## src/rtl/llpp_pkg.sv

```systemverilog
// Package for the lossy line proximal projection block.
// Holds payload structs, register indexes, Q32.32 constants, ALU op codes and a saturation helper.
// No dependencies.
package llpp_pkg;

    typedef struct packed {
        logic signed [63:0] power_a;
        logic signed [63:0] dual_a;
        logic signed [63:0] power_b;
        logic signed [63:0] dual_b;
        logic               last_in;
    } t_in_item;

    typedef struct packed {
        logic signed [63:0] new_power_a;
        logic signed [63:0] new_power_b;
        logic               last_out;
    } t_out_item;

    localparam logic [2:0] REG_RHO     = 3'd0;
    localparam logic [2:0] REG_EPSILON = 3'd1;
    localparam logic [2:0] REG_COND    = 3'd2;
    localparam logic [2:0] REG_LSUM    = 3'd3;
    localparam logic [2:0] REG_LDIFF   = 3'd4;
    localparam logic [2:0] REG_BETA_SQ = 3'd5;
    localparam logic [2:0] REG_BOUND   = 3'd6;

    localparam logic signed [63:0] Q_ONE = 64'sh0000_0001_0000_0000;
    localparam logic signed [63:0] S_MAX = 64'sh7FFF_FFFF_FFFF_FFFF;
    localparam logic signed [63:0] S_MIN = 64'sh8000_0000_0000_0000;

    typedef enum logic [2:0] {
        OP_ADD = 3'd0,
        OP_SUB = 3'd1,
        OP_MUL = 3'd2,
        OP_DIV = 3'd3,
        OP_MEAN = 3'd4
    } t_op;

    typedef struct packed {
        logic start;
        t_op  op;
    } t_alu_req;

    typedef struct packed {
        logic busy;
        logic done;
    } t_alu_stat;

    function automatic logic signed [63:0] sat_mag(input logic neg, input logic [63:0] m);
        logic signed [63:0] r;
        if (!neg) r = m[63] ? S_MAX : $signed(m);
        else if (m[63]) r = S_MIN;
        else r = -$signed(m);
        return r;
    endfunction

endpackage

```

## src/rtl/llpp_seq.sv

```systemverilog
// Sequencer for the projection: walks the micro-program over the shared ALU.
// Depends on llpp_pkg; drives llpp_alu through its request/status structs.
module llpp_seq #(
    parameter int BISECTION_STEPS = 40
) (
    input  logic                    i_clk,
    input  logic                    i_rst_n,
    input  logic                    i_start,
    input  logic                    i_hold,
    input  llpp_pkg::t_in_item      i_item,
    input  logic signed [63:0]      i_rho,
    input  logic signed [63:0]      i_eps,
    input  logic signed [63:0]      i_g,
    input  logic signed [63:0]      i_lsum,
    input  logic signed [63:0]      i_ldiff,
    input  logic signed [63:0]      i_bs,
    input  logic signed [63:0]      i_bound,
    input  llpp_pkg::t_alu_stat     i_alu_stat,
    input  logic signed [63:0]      i_alu_res,
    output llpp_pkg::t_alu_req      o_alu_req,
    output logic signed [63:0]      o_alu_a,
    output logic signed [63:0]      o_alu_b,
    output logic                    o_done,
    output logic signed [63:0]      o_pa,
    output logic signed [63:0]      o_pb
);
    import llpp_pkg::*;

    localparam int KW = $clog2(BISECTION_STEPS + 1);

    // micro-op steps
    typedef enum logic [5:0] {
        S_IDLE, S_T0, S_S, S_D1, S_V1, S_D2, S_V2, S_G2, S_DF, S_U, S_SM, S_V,
        S_CLIP, S_MV, S_UB, S_LU, S_VM1, S_BV, S_VV, S_UU, S_LUU, S_CT,
        S_I1, S_I2, S_H1, S_H2, S_H3, S_H4, S_LO, S_B4,
        S_LAM, S_T1, S_T2, S_S1, S_S2, S_P1, S_P2, S_P3, S_P4, S_P5, S_P6, S_TE,
        S_F1, S_F2, S_FU, S_F3, S_F4, S_FV, S_SIGN, S_O1, S_O2, S_O3, S_O4, S_END
    } t_step;

    t_step r_pc, n_pc;
    logic  r_issued, n_issued;
    logic signed [63:0] r_t0, r_t1, r_t2, r_u, r_v, r_vv, r_uu, r_ub, r_lu, r_b4;
    logic signed [63:0] r_hi, r_lo, r_lam, r_s1, r_s2;
    logic signed [63:0] n_t0, n_t1, n_t2, n_u, n_v, n_vv, n_uu, n_ub, n_lu, n_b4;
    logic signed [63:0] n_hi, n_lo, n_lam, n_s1, n_s2;
    logic r_pos, n_pos;
    logic [KW-1:0] r_k, n_k;
    t_op w_op;
    logic signed [63:0] w_a, w_b, w_r;

    // operands and op of each step
    always_comb begin
        w_op = OP_ADD; w_a = '0; w_b = '0;
        unique case (r_pc)
            S_T0:  begin w_op = OP_ADD; w_a = i_rho; w_b = i_eps; end
            S_S:   begin w_op = OP_DIV; w_a = i_rho; w_b = r_t0; end
            S_D1:  begin w_op = OP_SUB; w_a = i_item.power_a; w_b = i_item.dual_a; end
            S_V1:  begin w_op = OP_MUL; w_a = r_t2; w_b = r_t0; end
            S_D2:  begin w_op = OP_SUB; w_a = i_item.power_b; w_b = i_item.dual_b; end
            S_V2:  begin w_op = OP_MUL; w_a = r_t2; w_b = r_t0; end
            S_G2:  begin w_op = OP_ADD; w_a = i_g; w_b = i_g; end
            S_DF:  begin w_op = OP_SUB; w_a = r_u; w_b = r_v; end
            S_U:   begin w_op = OP_DIV; w_a = r_t0; w_b = r_t1; end
            S_SM:  begin w_op = OP_ADD; w_a = r_u; w_b = r_v; end
            S_V:   begin w_op = OP_DIV; w_a = r_t0; w_b = r_t1; end
            S_CLIP: begin w_op = OP_SUB; w_a = '0; w_b = r_u; end
            S_MV:  begin w_op = OP_MUL; w_a = i_ldiff; w_b = r_v; end
            S_UB:  begin w_op = OP_DIV; w_a = r_t0; w_b = i_bs; end
            S_LU:  begin w_op = OP_ADD; w_a = i_bound; w_b = r_t0; end
            S_VM1: begin w_op = OP_MUL; w_a = i_lsum; w_b = r_u; end
            S_BV:  begin w_op = OP_SUB; w_a = r_v; w_b = Q_ONE; end
            S_VV:  begin w_op = OP_MUL; w_a = i_bs; w_b = r_t1; end
            S_UU:  begin w_op = OP_MUL; w_a = r_t0; w_b = r_t1; end
            S_LUU: begin w_op = OP_MUL; w_a = r_u; w_b = r_u; end
            S_CT:  begin w_op = OP_SUB; w_a = r_lu; w_b = r_u; end
            S_I1:  begin w_op = OP_ADD; w_a = r_vv; w_b = r_uu; end
            S_I2:  begin w_op = OP_SUB; w_a = r_t0; w_b = i_bs; end
            S_H1:  begin w_op = OP_MUL; w_a = i_ldiff; w_b = r_v; end
            S_H2:  begin w_op = OP_SUB; w_a = r_lu; w_b = r_t0; end
            S_H3:  begin w_op = OP_SUB; w_a = i_ldiff; w_b = r_lu; end
            S_H4:  begin w_op = OP_DIV; w_a = r_t1; w_b = r_t0; end
            S_LO:  begin w_op = OP_SUB; w_a = '0; w_b = r_v; end
            S_B4:  begin w_op = OP_MUL; w_a = i_bs; w_b = i_bs; end
            S_LAM: begin w_op = OP_MEAN; w_a = r_hi; w_b = r_lo; end
            S_T1:  begin w_op = OP_ADD; w_a = r_lam; w_b = i_bs; end
            S_T2:  begin w_op = OP_ADD; w_a = Q_ONE; w_b = r_lam; end
            S_S1:  begin w_op = OP_MUL; w_a = r_t1; w_b = r_t1; end
            S_S2:  begin w_op = OP_MUL; w_a = r_t2; w_b = r_t2; end
            S_P1:  begin w_op = OP_MUL; w_a = r_s1; w_b = r_vv; end
            S_P2:  begin w_op = OP_MUL; w_a = r_b4; w_b = r_uu; end
            S_P3:  begin w_op = OP_MUL; w_a = r_t1; w_b = r_s2; end
            S_P4:  begin w_op = OP_ADD; w_a = r_t0; w_b = r_t1; end
            S_P5:  begin w_op = OP_MUL; w_a = i_bs; w_b = r_s1; end
            S_P6:  begin w_op = OP_MUL; w_a = r_t1; w_b = r_s2; end
            S_TE:  begin w_op = OP_SUB; w_a = r_t0; w_b = r_t1; end
            S_F1:  begin w_op = OP_MUL; w_a = i_bs; w_b = r_u; end
            S_F2:  begin w_op = OP_ADD; w_a = r_lam; w_b = i_bs; end
            S_FU:  begin w_op = OP_DIV; w_a = r_t0; w_b = r_t1; end
            S_F3:  begin w_op = OP_ADD; w_a = r_v; w_b = r_lam; end
            S_F4:  begin w_op = OP_ADD; w_a = Q_ONE; w_b = r_lam; end
            S_FV:  begin w_op = OP_DIV; w_a = r_t0; w_b = r_t1; end
            S_SIGN: begin w_op = OP_SUB; w_a = '0; w_b = r_u; end
            S_O1:  begin w_op = OP_ADD; w_a = r_v; w_b = r_u; end
            S_O2:  begin w_op = OP_MUL; w_a = i_g; w_b = r_t0; end
            S_O3:  begin w_op = OP_SUB; w_a = r_v; w_b = r_u; end
            S_O4:  begin w_op = OP_MUL; w_a = i_g; w_b = r_t0; end
            default: begin w_op = OP_ADD; w_a = '0; w_b = '0; end
        endcase
    end

    always_comb begin
        n_pc = r_pc; n_issued = r_issued;
        n_t0 = r_t0; n_t1 = r_t1; n_t2 = r_t2; n_u = r_u; n_v = r_v; n_vv = r_vv;
        n_uu = r_uu; n_ub = r_ub; n_lu = r_lu; n_b4 = r_b4; n_hi = r_hi; n_lo = r_lo;
        n_lam = r_lam; n_s1 = r_s1; n_s2 = r_s2; n_pos = r_pos; n_k = r_k;
        w_r = i_alu_res;
        if (r_pc == S_IDLE) begin
            if (i_start) begin
                n_pc = S_T0;
                n_issued = 1'b0;
            end
        end else if (r_pc == S_END) begin
            // hold the finished result while the output register is still full
            if (!i_hold) n_pc = S_IDLE;
        end else if (!r_issued) begin
            n_issued = 1'b1;
        end else if (i_alu_stat.done) begin
            n_issued = 1'b0;
            n_pc = t_step'(r_pc + 6'd1);
            unique case (r_pc)
                S_T0: n_t0 = w_r;
                S_S:  n_t0 = w_r;        // s
                S_D1: n_t2 = w_r;
                S_V1: n_u = w_r;         // v1
                S_D2: n_t2 = w_r;
                S_V2: n_v = w_r;         // v2
                S_G2: n_t1 = w_r;        // 2g
                S_DF: n_t0 = w_r;
                S_U:  n_t2 = w_r;        // u until v is formed
                S_SM: n_t0 = w_r;
                S_V: begin
                    n_u = r_t2;
                    n_pos = !r_t2[63];
                    n_v = ($signed(w_r) >= i_lsum) ? i_lsum : w_r;
                end
                S_CLIP: if (r_u <= 0) n_u = w_r;
                S_MV: n_t0 = w_r;
                S_UB: n_t0 = w_r;
                S_LU: n_ub = w_r;
                S_VM1: n_lu = w_r;
                S_BV: n_t1 = w_r;        // v-1
                S_VV: n_t0 = w_r;
                S_UU: n_vv = w_r;
                S_LUU: n_uu = w_r;
                S_CT: begin
                    if (w_r <= r_ub) begin
                        n_u = i_ldiff; n_v = i_lsum; n_pc = S_SIGN;
                    end
                end
                S_I1: n_t0 = w_r;
                S_I2: if (w_r <= 0) n_pc = S_SIGN;
                S_H1: n_t0 = w_r;
                S_H2: n_t1 = w_r;
                S_H3: n_t0 = w_r;
                S_H4: n_hi = w_r;
                S_LO: n_lo = w_r[63] ? '0 : w_r;
                S_B4: begin n_b4 = w_r; n_k = '0; end
                S_LAM: n_lam = w_r;
                S_T1: n_t1 = w_r;
                S_T2: n_t2 = w_r;
                S_S1: n_s1 = w_r;
                S_S2: n_s2 = w_r;
                S_P1: n_t0 = w_r;
                S_P2: n_t1 = w_r;
                S_P3: n_t1 = w_r;
                S_P4: n_t0 = w_r;
                S_P5: n_t1 = w_r;
                S_P6: n_t1 = w_r;
                S_TE: begin
                    if (w_r <= 0) n_hi = r_lam;
                    else n_lo = r_lam;
                    n_k = r_k + KW'(1);
                    if (r_k != KW'(BISECTION_STEPS - 1)) n_pc = S_LAM;
                end
                S_F1: n_t0 = w_r;
                S_F2: n_t1 = w_r;
                S_FU: n_u = w_r;
                S_F3: n_t0 = w_r;
                S_F4: n_t1 = w_r;
                S_FV: n_v = w_r;
                S_SIGN: if (!r_pos) n_u = w_r;
                S_O1: n_t0 = w_r;
                S_O2: n_s1 = w_r;
                S_O3: n_t0 = w_r;
                S_O4: n_s2 = w_r;
                default: n_t0 = r_t0;
            endcase
        end
    end

    always_ff @(posedge i_clk) begin
        if (!i_rst_n) begin
            r_pc <= S_IDLE;
            r_issued <= 1'b0;
        end else begin
            r_pc <= n_pc;
            r_issued <= n_issued;
        end
        r_t0 <= n_t0; r_t1 <= n_t1; r_t2 <= n_t2; r_u <= n_u; r_v <= n_v;
        r_vv <= n_vv; r_uu <= n_uu; r_ub <= n_ub; r_lu <= n_lu; r_b4 <= n_b4;
        r_hi <= n_hi; r_lo <= n_lo; r_lam <= n_lam; r_s1 <= n_s1; r_s2 <= n_s2;
        r_pos <= n_pos; r_k <= n_k;
    end

    assign o_alu_req.start = (r_pc != S_IDLE) && (r_pc != S_END) && !r_issued;
    assign o_alu_req.op = w_op;
    assign o_alu_a = w_a;
    assign o_alu_b = w_b;
    assign o_done = (r_pc == S_END);
    assign o_pa = r_s1;
    assign o_pb = r_s2;

endmodule

```

## config.mk

```make
export PLATFORM = sky130hd
export DESIGN_NAME = llpp_seq
export DESIGN_NICKNAME = d
export VERILOG_FILES = /design/src/rtl/llpp_pkg.sv /design/src/rtl/llpp_seq.sv
export SDC_FILE = /design/constraint.sdc
export NUM_CORES = 2
export LEC_CHECK = 0
export ABC_AREA = 0
export ABC_CLOCK_PERIOD_IN_PS = 11600
export CAP_MARGIN = 20
export CELL_PAD_IN_SITES_DETAIL_PLACEMENT = 0
export CELL_PAD_IN_SITES_GLOBAL_PLACEMENT = 2
export CORE_AREA = 8 8 401 403
export DETAILED_ROUTE_END_ITERATION = 10
export DIE_AREA = 0 0 409 411
export DONT_BUFFER_PORTS = 1
export PLACE_DENSITY_LB_ADDON = 0.1
export SYNTH_ARGS = -nofsm -noshare
export SYNTH_HDL_FRONTEND = slang
export SYNTH_SLANG_ARGS = --single-unit
```

## constraint.sdc

```tcl
create_clock -name i_clk -period 11.6 [get_ports i_clk]
set_input_delay 0 -clock i_clk [delete_from_list [all_inputs] [get_ports i_clk]]
set_output_delay 0 -clock i_clk [all_outputs]
set_load 0.02 [all_outputs]
```

## After elaboration in Yosys (flattened, before gate mapping)

Index checks and enable logic that the tools add are counted.

- Bitwise operators: 2
- Shift operators: 0
- Divide/modulo/power cells: 0
- Add/sub/neg operators: 2
- Multipliers: 0
- Reduce and logical (&&, ||, !) cells: 62
- Equality and inequality tests: 63
- Muxes and demuxes: 31
- Order comparisons: 4

Operators with widths:

| kind | count |
|---|---|
| $pmux 64 s20 | 1 |
| $pmux 64 s18 | 1 |
| $mux 64 | 7 |
| $pmux 64 s5 | 1 |
| $pmux 64 s2 | 2 |
| $pmux 64 s3 | 1 |
| $eq 6x6->1 const B | 22 |
| $le 64x1->1 const B | 2 |
| $eq 6x5->1 const B | 16 |
| $reduce_and 5->1 | 13 |
| $ge 64x64->1 | 1 |
| $le 64x64->1 | 1 |
| $mux 63 | 1 |
| $mux 6 | 9 |
| $eq 6x4->1 const B | 8 |
| $eq 6x3->1 const B | 4 |
| $reduce_or 2->1 | 10 |
| $reduce_or 19->1 | 1 |
| $pmux 6 s3 | 1 |
| $reduce_and 6->1 | 3 |
| $reduce_or 9->1 | 2 |
| $reduce_or 16->1 | 1 |
| $reduce_or 4->1 | 4 |
| $reduce_or 8->1 | 2 |
| other kinds (26) | 50 |

- Output and inout bits: 261
- Bits in read-only memories: 0
- Memories: 0
- Bits in writable memories: 0
- Word-level logic and storage cells: 183
- Flip-flop bits (word level): 974
- Bits of input ports: 775
- Latch bits: 0

## Longest topological paths before layout

- Depth in word-level cells: 7
- Mapped depth: 13
- Depth with buffers taken out: 11

## Worst setup path before layout

OpenSTA, ideal clock, no wires.

- Path kind: reg-to-reg
- From: reg r_pc[2]
- To: reg r_vv[0], enable pin
- Setup time: 0.644 ns
- Data arrival time: 7.567 ns
- Period minus slack after synthesis: 8.211 ns
- Buffers on the path: 2
- Cell stages (with the launch flop): 8
- Slack: 3.389 ns
- Data required time: 10.956 ns
- Cell sequence: dfxtp_1 -> nor2b_1 -> clkbuf_1 -> and4_1 -> clkbuf_1 -> a21oi_1 -> nand3_1 -> nor4_1

- Longest elaborated chain between the ends: 3
- Elaborated cells between the ends (all ways): 6
- Classes of those cells: 2 x eq/ne; 2 x bitwise; 2 x reduce/logical

RTL lines:

| item | line | text |
|---|---|---|
| start, declared | llpp_seq.sv:40 | `t_step r_pc, n_pc;` |
| start signal, assigned | llpp_seq.sv:206 | `r_pc <= n_pc;` |
| $eq 6x6->1 | -- |  |
| net o_done | llpp_seq.sv:23 | `output logic o_done,` |
| $not 1->1 (no source line) | -- |  |
| $reduce_and 5->1 (no source line) | -- |  |
| end signal, assigned | llpp_seq.sv:210 | `r_vv <= n_vv; r_uu <= n_uu; r_ub <= n_ub; r_lu <= n_lu; r_b4 <= n_b4;` |
| end, declared | llpp_seq.sv:42 | `logic signed [63:0] r_t0, r_t1, r_t2, r_u, r_v, r_vv, r_uu, r_ub, r_lu, r_b4;` |

The timed path passes the listed nets, and every way through them passes these cells.
A chain may end at the register's enable or synchronous reset.

## Final worst setup path

- From: reg r_pc[4]
- To: out o_alu_b[61]

- Longest elaborated chain between the ends: 3
- Elaborated cells between the ends (all ways): 61
- Classes of those cells: 52 x eq/ne; 1 x mux; 8 x reduce/logical

RTL lines:

| item | line | text |
|---|---|---|
| $eq 6x6->1, or another cell as far along | llpp_seq.sv:54 | `unique case (r_pc)` |
| $reduce_or 9->1 (no source line), or another cell as far along | -- |  |
| $pmux 64 s18 (*) | llpp_seq.sv:54 |  |
| end, declared | llpp_seq.sv:22 | `output logic signed [63:0] o_alu_b,` |

Every way passes the cells marked *; elsewhere a longest branch is shown, timed or not.

==> impl_metrics.toml <==
[clocking]
cts-root-buf = "clkbuf_16"
cts_sinks = 974
clockBufferDepth = 3
cts_resized = 0
cts_max_level = 3
cts_tree = "yes"
cts.clk_slew.worst_paths_ns = 0.06
clk_latency_ns = 0.76
cts_inserted_buffers = 116

[grt]
use_met3_pct = 12.8
grt_max_degree = 90
grt.busiest_layer = "met2"
grt.total_usage_pct = 37.7
grtUsageMet2_pct = 58.1
grt-ovfl-total = 0
grt_use_met1_pct = 47.6
grt_pass1_vias = 42800
antenna_found_initial = 83
grt_pass1_wl_um = 432000

[hold_path]
min_to = "r_u[8]$_DFFE_PP_"
hold_path_class = "in -> reg"
hold_depth = 3
hp-start = "i_ldiff[8]"

[floorplan]
initial_core_util_pct = 31.7
io_pins = 1036
die_w_um = 409
dieArea_um2 = 168000
die_y_um = 411
num_rows = 145
coreArea_um2 = 155000

[synthesis]
synth-edff-count = 967
ys_async_sr_fraction_pct = 0
synthDistinctLibCells = 69
ys_warn_count = 0
yosysSeqAreaShare_pct = 59.5
syn_inst = 3926
avgSynthCellArea_um2 = 12.5
synth_area_leaders = "edfxtp_1 (59%), a222oi_1 (6.3%), a221oi_1 (5.0%), nand2_1 (4.4%), a22o_1 (3.8%)"
ys_seq_elements = 974
synth_common_cells = "edfxtp_1 (967), nand2_1 (574), a222oi_1 (309), clkbuf_1 (288), a221oi_1 (281)"
yosysMostFrequentCell = "edfxtp_1"
yosysTopAreaCellShare_pct = 59.3
synth_top_area_cell = "edfxtp_1"
syn_area_um2 = 49000
ys.flop_type = "edfxtp_1"
synth_nets = 4834

[timing]
finalHoldViolCount = 0
rsz0062_at_grt = "false"
timing.final.crit_share_pct = 51.8
skew_ns = 0.0623
clock.fmax_mhz = 166
setup_tns_ns = 0
tightest_slew_ns = 1.25
slew_violations = 0
slew_headroom_pct = 16.5
fin_hold_ws_ns = 0.0525
finalCriticalPeriod_ns = 6.01
finalSetupViolCount = 0

[setup_path]
cp_max_fo = 44
arrival_ns = 6.01
required_ns = 11.60
r2r_start = "r_pc[4]$_SDFFE_PN0P_"
r2r_cells = 9
reg2reg_slack_ns = 6.00
cp-start-kind = "register"
crit_type = "reg -> out"
endpoint_kind = "output pin"
r2r-end = "r_u[60]$_DFFE_PP_"

[placement]
io_buffers = 0
placedInstanceArea_um2 = 51600
dp_hpwl_um = 206000
place.gp.congestion = 0.915

[route]
route.final.wire_length_um = 336000
wl_per_cell_um = 53.4
vias = 45500
drtPass1Iterations = 10
drt_iter0_markers = 9938
drc = 0
drtAntennaViolNets = 0
vias_per_cell = 7.23

[layout]
fillers = 15100
drive_above_1_share_pct = 10.2
nets = 4977
area_growth_pct = 17.9
final_util_pct = 37.3
design_area_um2 = 57800

[pwr]
clock_power_share_pct = 45.4
p_leak_nw = 19.5
switchingPower_mw = 2.05
peakVddDrop_mv = 0.120
finalPower_mw = 8.25
p_int_mw = 6.20
pwr-share-seq_pct = 47.0
combPwrFrac_pct = 7.6
p_sw_share_pct = 24.8
p_per_area_nw_per_um2 = 143

[flow_run]
maxCapViolations = 0

[status]
outcome = "complete, no violations"
## area by class of cell
class | count | area, um2 | area share [%]
Sequential cell | 974 | 29200 | 50.5
Multi-Input combinational cell | 2493 | 18400 | 31.9
Timing Repair Buffer | 346 | 3170 | 5.49
Clock buffer | 136 | 3000 | 5.19
Tap cell | 2058 | 2570 | 4.46
Clock inverter | 78 | 757 | 1.31
Inverter | 138 | 518 | 0.896
Antenna cell | 70 | 175 | 0.303
## cell families after synthesis
group                      synth area share (%)
buffers and inverters                      3.73
and+or+nand+nor                            10.3
xor gates and xnor gates                 0.0894
muxes                                      1.99
adders and majority gates                  3.40
AOI/OAI and AO/OA                          21.0
DFF                                        59.5
## worst max-delay path, stage by stage, from the launching register on
cell,delay [ns]
dfxtp_1,0.30
buf_4,0.23
inv_1,0.49
nand3_1,0.13
o21ai_0,0.11
and3_4,0.47
buf_4,0.71
buf_4,0.74
inv_1,0.22
nand4_1,0.21
buf_4,0.95
nand2_1,0.16
nand4_1,0.46
## timing repair
action | 4_1_cts | 5_1_grt
hold endpoints to repair | 967 | 0
buffers inserted | 0 | 0
hold buffers | 219 | 0
setup endpoints to repair | 0 | 0
## routing by layer
layer	vias up	routed length (um)
li1	16900	-
met1	23600	126000
met2	4137	150000
met3	809	43100
met4	20	16500
met5	-	137
## worst max path at each step
| stage | from | endpoint | slack [ns] |
|---|---|---|---|
| 2_1_floorplan | r_pc[2]$_SDFFE_PN0P_ | r_vv[0]$_DFFE_PP_ | 3.39 |
| 3_3_place_gp | i_lsum[63] | r_v[2]$_DFFE_PP_ | 6.19 |
| 3_5_place_dp | i_lsum[63] | r_v[2]$_DFFE_PP_ | 6.13 |
| 4_1_cts | r_pc[4]$_SDFFE_PN0P_ | o_alu_b[61] | 5.79 |
| 5_1_grt | r_pc[4]$_SDFFE_PN0P_ | o_alu_b[61] | 5.64 |
| 6_report | r_pc[4]$_SDFFE_PN0P_ | o_alu_b[61] | 5.59 |
## stage by stage
stage,std cells,setup WS [ns]
after floorplan,3926,3.39
after global placement,5786,6.19
after detailed placement,5788,6.13
after CTS,6221,5.79
after global routing,6274,5.64
final,6293,5.59
## layout by cell type, fill, tap and decap left out, drive strengths merged, types with 5 or more instances in the layout
cell         instances
edfxtp             967
dfxtp                7
nor2                69
a221oi             281
nand4              212
o31ai                6
nor3                20
and2                10
nor2b               16
clkinv              60
nand2              574
a211oi               8
ha                 133
a21o                33
a21oi               55
nand3              106
o21ai               33
buf                127
a22oi              225
diode               70
a22o               214
inv                140
bufinv              12
a222oi             309
and3                15
a31oi                5
nor4                40
dlygate4sd3        219
mux2                65
o21a                 5
clkbuf             136
## power groups by stage
| stage | Sequential (mW) | Combinational (mW) | Clock (mW) |
|---|---|---|---|
| final | 3.87 | 0.626 | 3.75 |
| after floorplan | 3.95 | 0.327 | 0 |
| after global placement | 3.95 | 0.474 | 0 |
| after global routing | 3.87 | 0.649 | 3.88 |
| after CTS | 3.87 | 0.614 | 3.76 |
| after detailed placement | 3.95 | 0.475 | 0 |
## registers in the layout (all words and copies together), names as in the netlist
name / count
r_ub: 64
r_u: 64
r_hi: 64
r_t2: 64
o_pb: 64
r_lu: 64
r_lam: 64
o_pa: 64
r_pc: 6
r_issued: 1
r_b4: 64
r_t1: 64
r_vv: 64
r_pos: 1
r_t0: 64
r_lo: 64
r_k: 6
r_uu: 64
r_v: 64
No activity file was read; power rests on OpenSTA's default activity.
